`src/sv/gei_pkg.sv`:
```
// ----------------------------------------------------------------------------
// gei_pkg
// Shared types and constants of the gpio edge interrupt filter with debounce.
// ----------------------------------------------------------------------------
package gei_pkg;

   localparam int NUM_PINS    = 27;
   localparam int PIN_AW      = (NUM_PINS > 1) ? $clog2(NUM_PINS) : 1;
   localparam int USABLE_W    = 27;
   localparam int USABLE_AW   = 5;
   localparam int PIN_W       = 8;
   localparam int TIME_W      = 32;
   localparam int DEB_W       = 16;
   localparam int CSR_IDX_W   = 1;
   localparam int CSR_DATA_W  = USABLE_W;

   localparam logic             GLOBAL_ENABLE_RESET = 1'b1;
   localparam logic [USABLE_W-1:0] USABLE_RESET     = 27'd76542403;

   typedef enum logic [1:0] {
      OP_EVENT  = 2'd0,
      OP_SETUP  = 2'd1,
      OP_ENABLE = 2'd2
   } op_type;

   typedef enum logic [1:0] {
      MODE_NONE    = 2'd0,
      MODE_RISING  = 2'd1,
      MODE_FALLING = 2'd2,
      MODE_BOTH    = 2'd3
   } mode_type;

   typedef enum logic [CSR_IDX_W-1:0] {
      CSR_GLOBAL_ENABLE = 1'd0,
      CSR_USABLE_PINS   = 1'd1
   } csr_idx_type;

   typedef struct packed {
      logic [1:0]        operation;
      logic [PIN_W-1:0]  pin_index;
      logic              level;
      logic [TIME_W-1:0] now_ms;
      logic [1:0]        edge_mode;
      logic [DEB_W-1:0]  debounce_ms;
      logic              enable_flag;
   } req_type;

   typedef struct packed {
      logic             fired;
      logic [PIN_W-1:0] fired_pin;
      logic             fired_rising;
      logic             status;
   } rsp_type;

   typedef struct packed {
      logic [1:0]        mode;
      logic              enabled;
      logic [DEB_W-1:0]  debounce;
      logic [TIME_W-1:0] last_time;
      logic              time_valid;
      logic              last_level;
   } entry_type;

   // write-back request from the update logic to the pin table
   typedef struct packed {
      logic              wr_en;
      logic [PIN_AW-1:0] wr_addr;
      entry_type         wr_entry;
   } table_wr_type;

endpackage

```
`src/sv/gei_req_if.sv`:
```
// ----------------------------------------------------------------------------
// gei_req_if
// Request channel: valid/ready handshake with the request payload.
// ----------------------------------------------------------------------------
interface gei_req_if;
   logic                          valid;
   logic                          ready;
   logic [1:0]                    operation;
   logic [gei_pkg::PIN_W-1:0]     pin_index;
   logic                          level;
   logic [gei_pkg::TIME_W-1:0]    now_ms;
   logic [1:0]                    edge_mode;
   logic [gei_pkg::DEB_W-1:0]     debounce_ms;
   logic                          enable_flag;

   modport source (
      output valid, operation, pin_index, level, now_ms, edge_mode, debounce_ms,
             enable_flag,
      input  ready
   );
   modport sink (
      input  valid, operation, pin_index, level, now_ms, edge_mode, debounce_ms,
             enable_flag,
      output ready
   );
endinterface

```
`src/sv/gei_rsp_if.sv`:
```
// ----------------------------------------------------------------------------
// gei_rsp_if
// Response channel: valid/ready handshake with the result payload.
// ----------------------------------------------------------------------------
interface gei_rsp_if;
   logic                      valid;
   logic                      ready;
   logic                      fired;
   logic [gei_pkg::PIN_W-1:0] fired_pin;
   logic                      fired_rising;
   logic                      status;

   modport source (
      output valid, fired, fired_pin, fired_rising, status,
      input  ready
   );
   modport sink (
      input  valid, fired, fired_pin, fired_rising, status,
      output ready
   );
endinterface

```
`src/sv/gei_pin_table.sv`:
```
// ----------------------------------------------------------------------------
// gei_pin_table
// Per-pin state memory with a registered read, with per-entry valid bits
// so that an entry never written since reset reads as all zero.
// ----------------------------------------------------------------------------
module gei_pin_table (
   input  logic                           clock,
   input  logic                           reset,
   input  logic                           rd_en,
   input  logic [gei_pkg::PIN_AW-1:0]     rd_addr,
   output gei_pkg::entry_type             rd_entry,
   input  gei_pkg::table_wr_type          wr
);

   gei_pkg::entry_type             mem [gei_pkg::NUM_PINS];
   logic [gei_pkg::NUM_PINS-1:0]   valid_ff;
   logic [gei_pkg::NUM_PINS-1:0]   valid_in;
   gei_pkg::entry_type             rd_data_ff;
   logic                           rd_valid_ff;

   always_comb begin
      valid_in = valid_ff;
      if (wr.wr_en) begin
         valid_in[wr.wr_addr] = 1'b1;
      end
   end

   always_ff @(posedge clock) begin
      if (reset) begin
         valid_ff    <= '0;
         rd_valid_ff <= 1'b0;
      end else begin
         valid_ff <= valid_in;
         if (rd_en) begin
            rd_valid_ff <= valid_ff[rd_addr];
         end
      end
   end

   always_ff @(posedge clock) begin
      if (wr.wr_en) begin
         mem[wr.wr_addr] <= wr.wr_entry;
      end
      if (rd_en) begin
         rd_data_ff <= mem[rd_addr];
      end
   end

   // entries not yet written hold the cleared pin state
   assign rd_entry = rd_valid_ff ? rd_data_ff : '0;

endmodule

```
`src/sv/gei_update.sv`:
```
// ----------------------------------------------------------------------------
// gei_update
// Qualifies an edge event against the pin entry, runs the debounce check and
// builds the write-back entry and the result for every operation.
// ----------------------------------------------------------------------------
module gei_update (
   input  gei_pkg::req_type                 req,
   input  gei_pkg::entry_type               entry,
   input  logic                             global_enable,
   input  logic [gei_pkg::USABLE_W-1:0]     usable_pins,
   output gei_pkg::table_wr_type            wr,
   output gei_pkg::rsp_type                 rsp
);

   logic                       in_range;
   logic                       usable;
   logic                       edge_match;
   logic                       qualify;
   logic                       reject;
   logic                       fire;
   logic                       deb_on;
   logic [gei_pkg::TIME_W-1:0] elapsed;
   gei_pkg::entry_type         ev_entry;
   gei_pkg::entry_type         setup_entry;

   always_comb begin
      in_range = ({24'd0, req.pin_index} < 32'(gei_pkg::NUM_PINS));
      usable   = in_range && ({24'd0, req.pin_index} < 32'(gei_pkg::USABLE_W))
                 && usable_pins[req.pin_index[gei_pkg::USABLE_AW-1:0]];

      edge_match = (entry.mode == gei_pkg::MODE_BOTH) ||
                   (req.level  && (entry.mode == gei_pkg::MODE_RISING)) ||
                   (!req.level && (entry.mode == gei_pkg::MODE_FALLING));
      qualify = global_enable && entry.enabled && edge_match &&
                ((entry.mode != gei_pkg::MODE_BOTH) || (req.level != entry.last_level));
      deb_on  = (entry.debounce != '0);
      elapsed = req.now_ms - entry.last_time;
      reject  = qualify && deb_on && entry.time_valid &&
                (elapsed < {16'd0, entry.debounce});
      fire    = qualify && !reject;

      ev_entry = entry;
      // last time moves on every qualifying event with debounce on, rejected or not
      if (qualify && deb_on) begin
         ev_entry.last_time  = req.now_ms;
         ev_entry.time_valid = 1'b1;
      end
      if (fire && (entry.mode == gei_pkg::MODE_BOTH)) begin
         ev_entry.last_level = req.level;
      end

      setup_entry = '0;
      if (req.edge_mode != gei_pkg::MODE_NONE) begin
         setup_entry.mode     = req.edge_mode;
         setup_entry.enabled  = 1'b1;
         setup_entry.debounce = req.debounce_ms;
      end

      wr          = '0;
      wr.wr_addr  = req.pin_index[gei_pkg::PIN_AW-1:0];
      rsp         = '0;

      case (req.operation)
         gei_pkg::OP_EVENT: begin
            rsp.status  = !in_range;
            wr.wr_en    = in_range;
            wr.wr_entry = ev_entry;
            if (in_range && fire) begin
               rsp.fired        = 1'b1;
               rsp.fired_pin    = req.pin_index;
               rsp.fired_rising = req.level;
            end
         end
         gei_pkg::OP_SETUP: begin
            rsp.status  = !usable;
            wr.wr_en    = usable;
            wr.wr_entry = setup_entry;
         end
         gei_pkg::OP_ENABLE: begin
            rsp.status               = !usable;
            wr.wr_en                 = usable;
            wr.wr_entry              = entry;
            wr.wr_entry.enabled      = req.enable_flag;
         end
         default: begin
            wr.wr_en = 1'b0;
         end
      endcase
   end

endmodule

```
`src/sv/gpio_edge_irq_filter_debounce.sv`:
```
// ----------------------------------------------------------------------------
// gpio_edge_irq_filter_debounce
// GPIO edge interrupt filter with per-pin mode, enable and debounce, kept in a
// pin table memory that is read, updated and written back per request.
// ----------------------------------------------------------------------------
//  channel  direction  handshake        payload
//  req      in         valid / ready    operation, pin, level, time, setup
//  rsp      out        valid / ready    fired, fired_pin, fired_rising, status
//  csr      in         write enable     register index, write data
//
//  a request is read from the table on accept, then updated and written
//  back in the lookup state; the registered table read and the write-back
//  that must land before the next read set this order
//  synchronous reset clears the state, response valid and table valid bits
//  at once and loads the csr reset values, so no clearing pass is needed
//  a held response stalls the update cycle; a new request is taken while a
//  finished response still waits
// ----------------------------------------------------------------------------
module gpio_edge_irq_filter_debounce (
   input  logic                                clock,
   input  logic                                reset,
   gei_req_if.sink                             req_chan,
   gei_rsp_if.source                           rsp_chan,
   input  logic                                csr_write_enable,
   input  logic [gei_pkg::CSR_IDX_W-1:0]       csr_index,
   input  logic [gei_pkg::CSR_DATA_W-1:0]      csr_write_data
);

   typedef enum logic [1:0] {
      ST_IDLE   = 2'b01,
      ST_LOOKUP = 2'b10
   } state_type;

   state_type                       state_ff, state_in;
   gei_pkg::req_type                req_ff, req_in;
   gei_pkg::rsp_type                rsp_ff, rsp_in;
   logic                            rsp_valid_ff, rsp_valid_in;
   logic                            global_enable_ff, global_enable_in;
   logic [gei_pkg::USABLE_W-1:0]    usable_ff, usable_in;

   gei_pkg::req_type                req_payload;
   gei_pkg::entry_type              rd_entry;
   gei_pkg::table_wr_type           upd_wr;
   gei_pkg::table_wr_type           table_wr;
   gei_pkg::rsp_type                upd_rsp;
   logic                            accept;
   logic                            finish;
   logic                            rd_in_range;
   logic [gei_pkg::PIN_AW-1:0]      rd_addr;

   assign req_payload = '{operation:   req_chan.operation,
                          pin_index:   req_chan.pin_index,
                          level:       req_chan.level,
                          now_ms:      req_chan.now_ms,
                          edge_mode:   req_chan.edge_mode,
                          debounce_ms: req_chan.debounce_ms,
                          enable_flag: req_chan.enable_flag};

   assign req_chan.ready = (state_ff == ST_IDLE);
   assign accept         = req_chan.valid && req_chan.ready;
   assign finish         = (state_ff == ST_LOOKUP) && (!rsp_valid_ff || rsp_chan.ready);

   // out-of-range pins read entry zero; the result ignores it
   assign rd_in_range = ({24'd0, req_chan.pin_index} < 32'(gei_pkg::NUM_PINS));
   assign rd_addr     = rd_in_range ? req_chan.pin_index[gei_pkg::PIN_AW-1:0] : '0;

   gei_pin_table u_table (
      .clock    (clock),
      .reset    (reset),
      .rd_en    (accept),
      .rd_addr  (rd_addr),
      .rd_entry (rd_entry),
      .wr       (table_wr)
   );

   gei_update u_update (
      .req           (req_ff),
      .entry         (rd_entry),
      .global_enable (global_enable_ff),
      .usable_pins   (usable_ff),
      .wr            (upd_wr),
      .rsp           (upd_rsp)
   );

   always_comb begin
      table_wr       = upd_wr;
      table_wr.wr_en = upd_wr.wr_en && finish;
   end

   always_comb begin
      state_in     = state_ff;
      req_in       = req_ff;
      rsp_in       = rsp_ff;
      rsp_valid_in = rsp_valid_ff;

      if (rsp_valid_ff && rsp_chan.ready) begin
         rsp_valid_in = 1'b0;
      end

      case (state_ff)
         ST_IDLE: begin
            if (accept) begin
               req_in   = req_payload;
               state_in = ST_LOOKUP;
            end
         end
         ST_LOOKUP: begin
            if (finish) begin
               rsp_in       = upd_rsp;
               rsp_valid_in = 1'b1;
               state_in     = ST_IDLE;
            end
         end
         default: begin
            state_in = ST_IDLE;
         end
      endcase
   end

   always_comb begin
      global_enable_in = global_enable_ff;
      usable_in        = usable_ff;
      if (csr_write_enable) begin
         case (csr_index)
            gei_pkg::CSR_GLOBAL_ENABLE: global_enable_in = csr_write_data[0];
            gei_pkg::CSR_USABLE_PINS:   usable_in        = csr_write_data;
            default: begin
               global_enable_in = global_enable_ff;
            end
         endcase
      end
   end

   always_ff @(posedge clock) begin
      if (reset) begin
         state_ff         <= ST_IDLE;
         rsp_valid_ff     <= 1'b0;
         global_enable_ff <= gei_pkg::GLOBAL_ENABLE_RESET;
         usable_ff        <= gei_pkg::USABLE_RESET;
      end else begin
         state_ff         <= state_in;
         rsp_valid_ff     <= rsp_valid_in;
         global_enable_ff <= global_enable_in;
         usable_ff        <= usable_in;
      end
   end

   always_ff @(posedge clock) begin
      req_ff <= req_in;
      rsp_ff <= rsp_in;
   end

   assign rsp_chan.valid        = rsp_valid_ff;
   assign rsp_chan.fired        = rsp_ff.fired;
   assign rsp_chan.fired_pin    = rsp_ff.fired_pin;
   assign rsp_chan.fired_rising = rsp_ff.fired_rising;
   assign rsp_chan.status       = rsp_ff.status;

endmodule

```
`src/flat_wrapper.sv`:
```
// flat-port wrapper written by rule: the top's interface ports become plain ports
module gpio_edge_irq_filter_debounce_flat 
  (clock, reset, csr_write_enable, csr_index, csr_write_data, req_chan_valid, req_chan_operation, req_chan_pin_index, req_chan_level, req_chan_now_ms, req_chan_edge_mode, req_chan_debounce_ms, req_chan_enable_flag, req_chan_ready, rsp_chan_valid, rsp_chan_fired, rsp_chan_fired_pin, rsp_chan_fired_rising, rsp_chan_status, rsp_chan_ready);
  gei_req_if req_chan_i ();
  gei_rsp_if rsp_chan_i ();
  input  logic clock;
  input  logic reset;
  input  logic csr_write_enable;
  input  logic [gei_pkg::CSR_IDX_W-1:0] csr_index;
  input  logic [gei_pkg::CSR_DATA_W-1:0] csr_write_data;
  input wire logic [$bits(req_chan_i.valid)-1:0] req_chan_valid;
  input wire logic [$bits(req_chan_i.operation)-1:0] req_chan_operation;
  input wire logic [$bits(req_chan_i.pin_index)-1:0] req_chan_pin_index;
  input wire logic [$bits(req_chan_i.level)-1:0] req_chan_level;
  input wire logic [$bits(req_chan_i.now_ms)-1:0] req_chan_now_ms;
  input wire logic [$bits(req_chan_i.edge_mode)-1:0] req_chan_edge_mode;
  input wire logic [$bits(req_chan_i.debounce_ms)-1:0] req_chan_debounce_ms;
  input wire logic [$bits(req_chan_i.enable_flag)-1:0] req_chan_enable_flag;
  output wire logic [$bits(req_chan_i.ready)-1:0] req_chan_ready;
  output wire logic [$bits(rsp_chan_i.valid)-1:0] rsp_chan_valid;
  output wire logic [$bits(rsp_chan_i.fired)-1:0] rsp_chan_fired;
  output wire logic [$bits(rsp_chan_i.fired_pin)-1:0] rsp_chan_fired_pin;
  output wire logic [$bits(rsp_chan_i.fired_rising)-1:0] rsp_chan_fired_rising;
  output wire logic [$bits(rsp_chan_i.status)-1:0] rsp_chan_status;
  input wire logic [$bits(rsp_chan_i.ready)-1:0] rsp_chan_ready;
  assign req_chan_i.valid = req_chan_valid;
  assign req_chan_i.operation = req_chan_operation;
  assign req_chan_i.pin_index = req_chan_pin_index;
  assign req_chan_i.level = req_chan_level;
  assign req_chan_i.now_ms = req_chan_now_ms;
  assign req_chan_i.edge_mode = req_chan_edge_mode;
  assign req_chan_i.debounce_ms = req_chan_debounce_ms;
  assign req_chan_i.enable_flag = req_chan_enable_flag;
  assign req_chan_ready = req_chan_i.ready;
  assign rsp_chan_valid = rsp_chan_i.valid;
  assign rsp_chan_fired = rsp_chan_i.fired;
  assign rsp_chan_fired_pin = rsp_chan_i.fired_pin;
  assign rsp_chan_fired_rising = rsp_chan_i.fired_rising;
  assign rsp_chan_status = rsp_chan_i.status;
  assign rsp_chan_i.ready = rsp_chan_ready;
  gpio_edge_irq_filter_debounce u_core (.clock(clock), .reset(reset), .req_chan(req_chan_i), .rsp_chan(rsp_chan_i), .csr_write_enable(csr_write_enable), .csr_index(csr_index), .csr_write_data(csr_write_data));
endmodule
```
`config.mk`:
```
export PLATFORM = sky130hd
export DESIGN_NAME = gpio_edge_irq_filter_debounce_flat
export DESIGN_NICKNAME = d
export VERILOG_FILES = /design/src/sv/gei_pkg.sv /design/src/sv/gei_req_if.sv /design/src/sv/gei_rsp_if.sv /design/src/sv/gei_pin_table.sv /design/src/sv/gei_update.sv /design/src/sv/gpio_edge_irq_filter_debounce.sv /design/src/flat_wrapper.sv
export SDC_FILE = /design/constraint.sdc
export NUM_CORES = 2
export LEC_CHECK = 0
export BUFFER_PORTS_ARGS = -buffer_cell sky130_fd_sc_hd__buf_2
export CAP_MARGIN = 20
export CORE_MARGIN = 8
export CORE_UTILIZATION = 35
export CTS_BUF_LIST = sky130_fd_sc_hd__clkbuf_8
export CTS_CLUSTER_DIAMETER = 100
export DETAILED_ROUTE_END_ITERATION = 16
export GPL_ROUTABILITY_DRIVEN = 0
export PLACE_DENSITY = 0.58
export SETUP_SLACK_MARGIN = 0.4
export SKIP_LAST_GASP = 1
export SYNTH_ARGS = -nofsm -noshare
export SYNTH_HDL_FRONTEND = slang
export SYNTH_HIERARCHICAL = 1
export SYNTH_SLANG_ARGS = --single-unit
export TNS_END_PERCENT = 50
```
`constraint.sdc`:
```
create_clock -name clock -period 11.43 [get_ports clock]
set_input_delay 2.286 -clock clock [delete_from_list [all_inputs] [get_ports clock]]
set_output_delay 2.286 -clock clock [all_outputs]
set_load 0.005 [all_outputs]
```
==> impl_metrics.toml <==
[grt]
antenna_found_initial = 4
grt_max_degree = 127
grt_pass1_vias = 35100
grt_pass1_wl_um = 249000
grt_usage = 0.167
gr-total-overflow = 0

[synth]
synth_mux_area_frac = 0.140
async_flop_share = 0
synth_top_cell_by_area = "edfxtp_1"
synth_top_family_by_area = "multiplexers"
synth_top_cells_by_count = "1557 x edfxtp_1, 269 x mux2i_1, 225 x mux4_2"
synthAdderAreaFrac = 0.00984
synthMostInstantiatedCell = "edfxtp_1"
synth_edf_count = 1557
synth_simple_gate_area_frac = 0.0411
syn_area_um2 = 65600
synth.distinct_cells = 84
synthCells = 3591
avgSynthCellArea_um2 = 18.3
ys_seq_elements = 1616
ys.flop_type = "edfxtp_1"
synth_xor_area_frac = 0.00307
synth_top_area_share = 0.713
synth-compound-area-share = 0.0559
yosys_warnings = 6
synthTopCellsByArea = "edfxtp_1 71%, mux4_2 7.7%, mux2i_1 4.1%"
ys_seq_area_frac = 0.731

[sta]
worst_pin_slew_ns = 1.15
setup_violations = 0
rsz0062_at_grt = "no"
fin_skew_ns = 0.0895
slew_violations = 0
finalSetupTns_ns = 0
fmax_mhz = 168
final_hold_viol_count = 0
fin_crit_sh = 0.521
slew_headroom = 0.235
period_needed_ns = 5.96
hold_ws_ns = 0.461

[critical_path]
cp-startpoint = "u_core/u_table/rd_valid_ff$_SDFFE_PP0P_"
crit_type = "flip-flop to flip-flop"
path_max_fanout = 55
cp-start-kind = "flip-flop"
critical_path_arrival_ns = 6.80
cp-end-kind = "flip-flop"
critPathRequiredTime_ns = 12.28
r2r-start = "u_core/u_table/rd_valid_ff$_SDFFE_PP0P_"

[drt]
wl_per_cell_um = 26.4
final_antenna_net_count = 0
drc_errors = 0
vias = 34900
first_pass_iters = 5
finalWirelength_um = 174000
drt_iter0_drc = 3521
via_per_inst = 5.31

[cts]
cts-resized-gates = 0
cts_inserted_buffers = 277
cts_num_sinks = 1616
hold_buffers = 0
path_clk_slew_ns = 0.06
htree_levels = 5
insertion_delay_ns = 1.00
cts_setup_buffers = 0
cts-root-buf = "clkbuf_8"
clk_path_buf_depth = 4
cts_tree = "yes"

[floorplanning]
initial_core_util = 0.351
core_area_um2 = 187000
die_w_um = 449
die_area_um2 = 202000
die_y_um = 449
rows = 159
pin_count = 108

[power_and_ir_drop]
ir_worst_vdd_mv = 0.109
power_density_nw_per_um2 = 155
pwr-share-clk = 0.402
swShare = 0.218
p_switching_mw = 2.51
power_frac_seq = 0.565
power_leakage_nw = 25.8
cell_internal_pwr_mw = 9.01
p_comb_frac = 0.032

[finish]
syn_to_final_growth_pct = 13.2
nets = 4045
num-fill-cells = 17000
multi_input_area_um2 = 16700
drive_gt1_frac = 0.248
seq_area_um2 = 47900

[placed_design]
detailed_place_hpwl_um = 94300
io_buffers = 107

[min_path]
hold_path_class = "flip-flop to flip-flop"
holdCritStartpoint = "u_core/usable_ff[0]$_SDFFE_PP1P_"

[job]
max-cap-violations = 0

[outcome]
status = "finished clean"
-- layout by cell type, fill, tap and decap left out, types with 17 or more instances in the layout --
cell type,Yosys,layout
a21oi_1,81,81
mux2_4,50,50
o211ai_2,53,53
ha_1,50,50
buf_4,29,111
a22oi_1,161,161
mux2i_1,269,269
nor2_4,0,29
dfxtp_1,59,58
edfxtp_1,1557,1557
a211o_1,17,17
and3_1,19,18
clkbuf_8,0,285
o21ai_1,11,22
and2_1,59,58
nand3_1,129,129
inv_1,64,159
nor2_1,121,92
clkinv_2,0,18
nand2_1,143,143
mux4_2,225,225
buf_2,62,107
mux2_2,54,54
clkinv_1,0,39
o21ai_0,71,56
-- layer usage --
metal / wire, µm / share of wire / vias to the layer above / GRT usage
met5: 0 / 0 / - / 0
met4: 3920 / 0.023 / 0 / 0.0450
met3: 12600 / 0.072 / 267 / 0.0366
met2: 84800 / 0.49 / 1317 / 0.276
met1: 72400 / 0.42 / 18200 / 0.223
li1: - / - / 15000 / -
-- worst max-delay path, stage by stage (launching register included) --
cell       delay, ns
dfxtp_2         0.33
buf_4           0.56
and2_1          0.27
inv_1           0.05
ha_1            0.39
o211ai_2        0.13
a21oi_2         0.25
nor2_1          0.12
a22oi_1         0.27
a21o_1          0.15
a21oi_1         0.07
xnor2_1         0.24
ha_1            0.29
a21o_1          0.16
a21o_1          0.17
a21oi_1         0.15
o211ai_1        0.14
a2111oi_1       0.45
o2111ai_2       0.37
o21ai_1         0.24
a221oi_1        0.08
nor3_2          0.62
buf_6           0.25
-- path summary, 6_finish.rpt --
kind                                                      endpoint  slack [ns]  depth (start not counted)
worst min-delay path              u_core/usable_ff[0]$_SDFFE_PP1P_        0.46                          1
worst max-delay path            u_core/u_table/mem[9][0]$_DFFE_PP_        5.47                         22
worst max register to register  u_core/u_table/mem[9][0]$_DFFE_PP_        5.47                         22
worst min register to register    u_core/usable_ff[0]$_SDFFE_PP1P_        0.46                          1
-- per-stage QoR --
stage                     worst slack (ns)  std cells  area [µm²]  utilization  power [mW]
after floorplan                       5.45       3593       65600            -        6.86
after global placement                5.03       6114       69500        0.372        7.00
after detailed placement              5.00       6115       69500        0.372        7.01
after CTS                             5.45       6564       74200        0.397        11.7
after global routing                  5.11       6566       74200        0.397        11.9
final                                 5.47       6568       74200        0.397        11.5
-- power by group through the flow --
stage	clock [mW]	combinational (mW)	sequential, mW
detailed placement	0	0.371	6.63
global placement	0	0.367	6.64
floorplan	0	0.255	6.61
finish	4.64	0.372	6.51
CTS	4.77	0.373	6.51
global route	5.01	0.403	6.51
-- flip-flops by register name (all words and copies together), names as in the netlist --
name	cells
u_core/usable_ff	27
u_core/state_ff	2
u_core/rsp_chan.valid	1
u_core/u_table/rd_data_ff	53
u_core/rsp_chan.fired_rising	1
u_core/u_table/rd_valid_ff	1
u_core/rsp_chan.fired_pin	8
u_core/global_enable_ff	1
u_core/rsp_chan.status	1
u_core/req_ff	62
u_core/u_table/mem	1431
u_core/rsp_chan.fired	1
u_core/u_table/valid_ff	27
-- cells by family (layout without fill, tap and decap cells) --
group                    Yosys count  in the layout
other                              1              7
multiplexers                     601            601
flip-flops                      1616           1616
AO/OA/AOI/OAI                    488            488
buffers and inverters            263            739
AND/OR/NAND/NOR                  548            548
adder cells (fa/ha/maj)           51             51
XOR/XNOR                          23             23
-- final cells by class --
class,instances,area share
Antenna cell,4,0.000135
Clock buffer,285,0.0528
Clock inverter,164,0.0107
Inverter,65,0.00329
Multi-Input combinational cell,1714,0.225
Sequential cell,1616,0.646
Tap cell,2495,0.0421
Timing Repair Buffer,225,0.0202
Power figures use the tool's default switching activity.
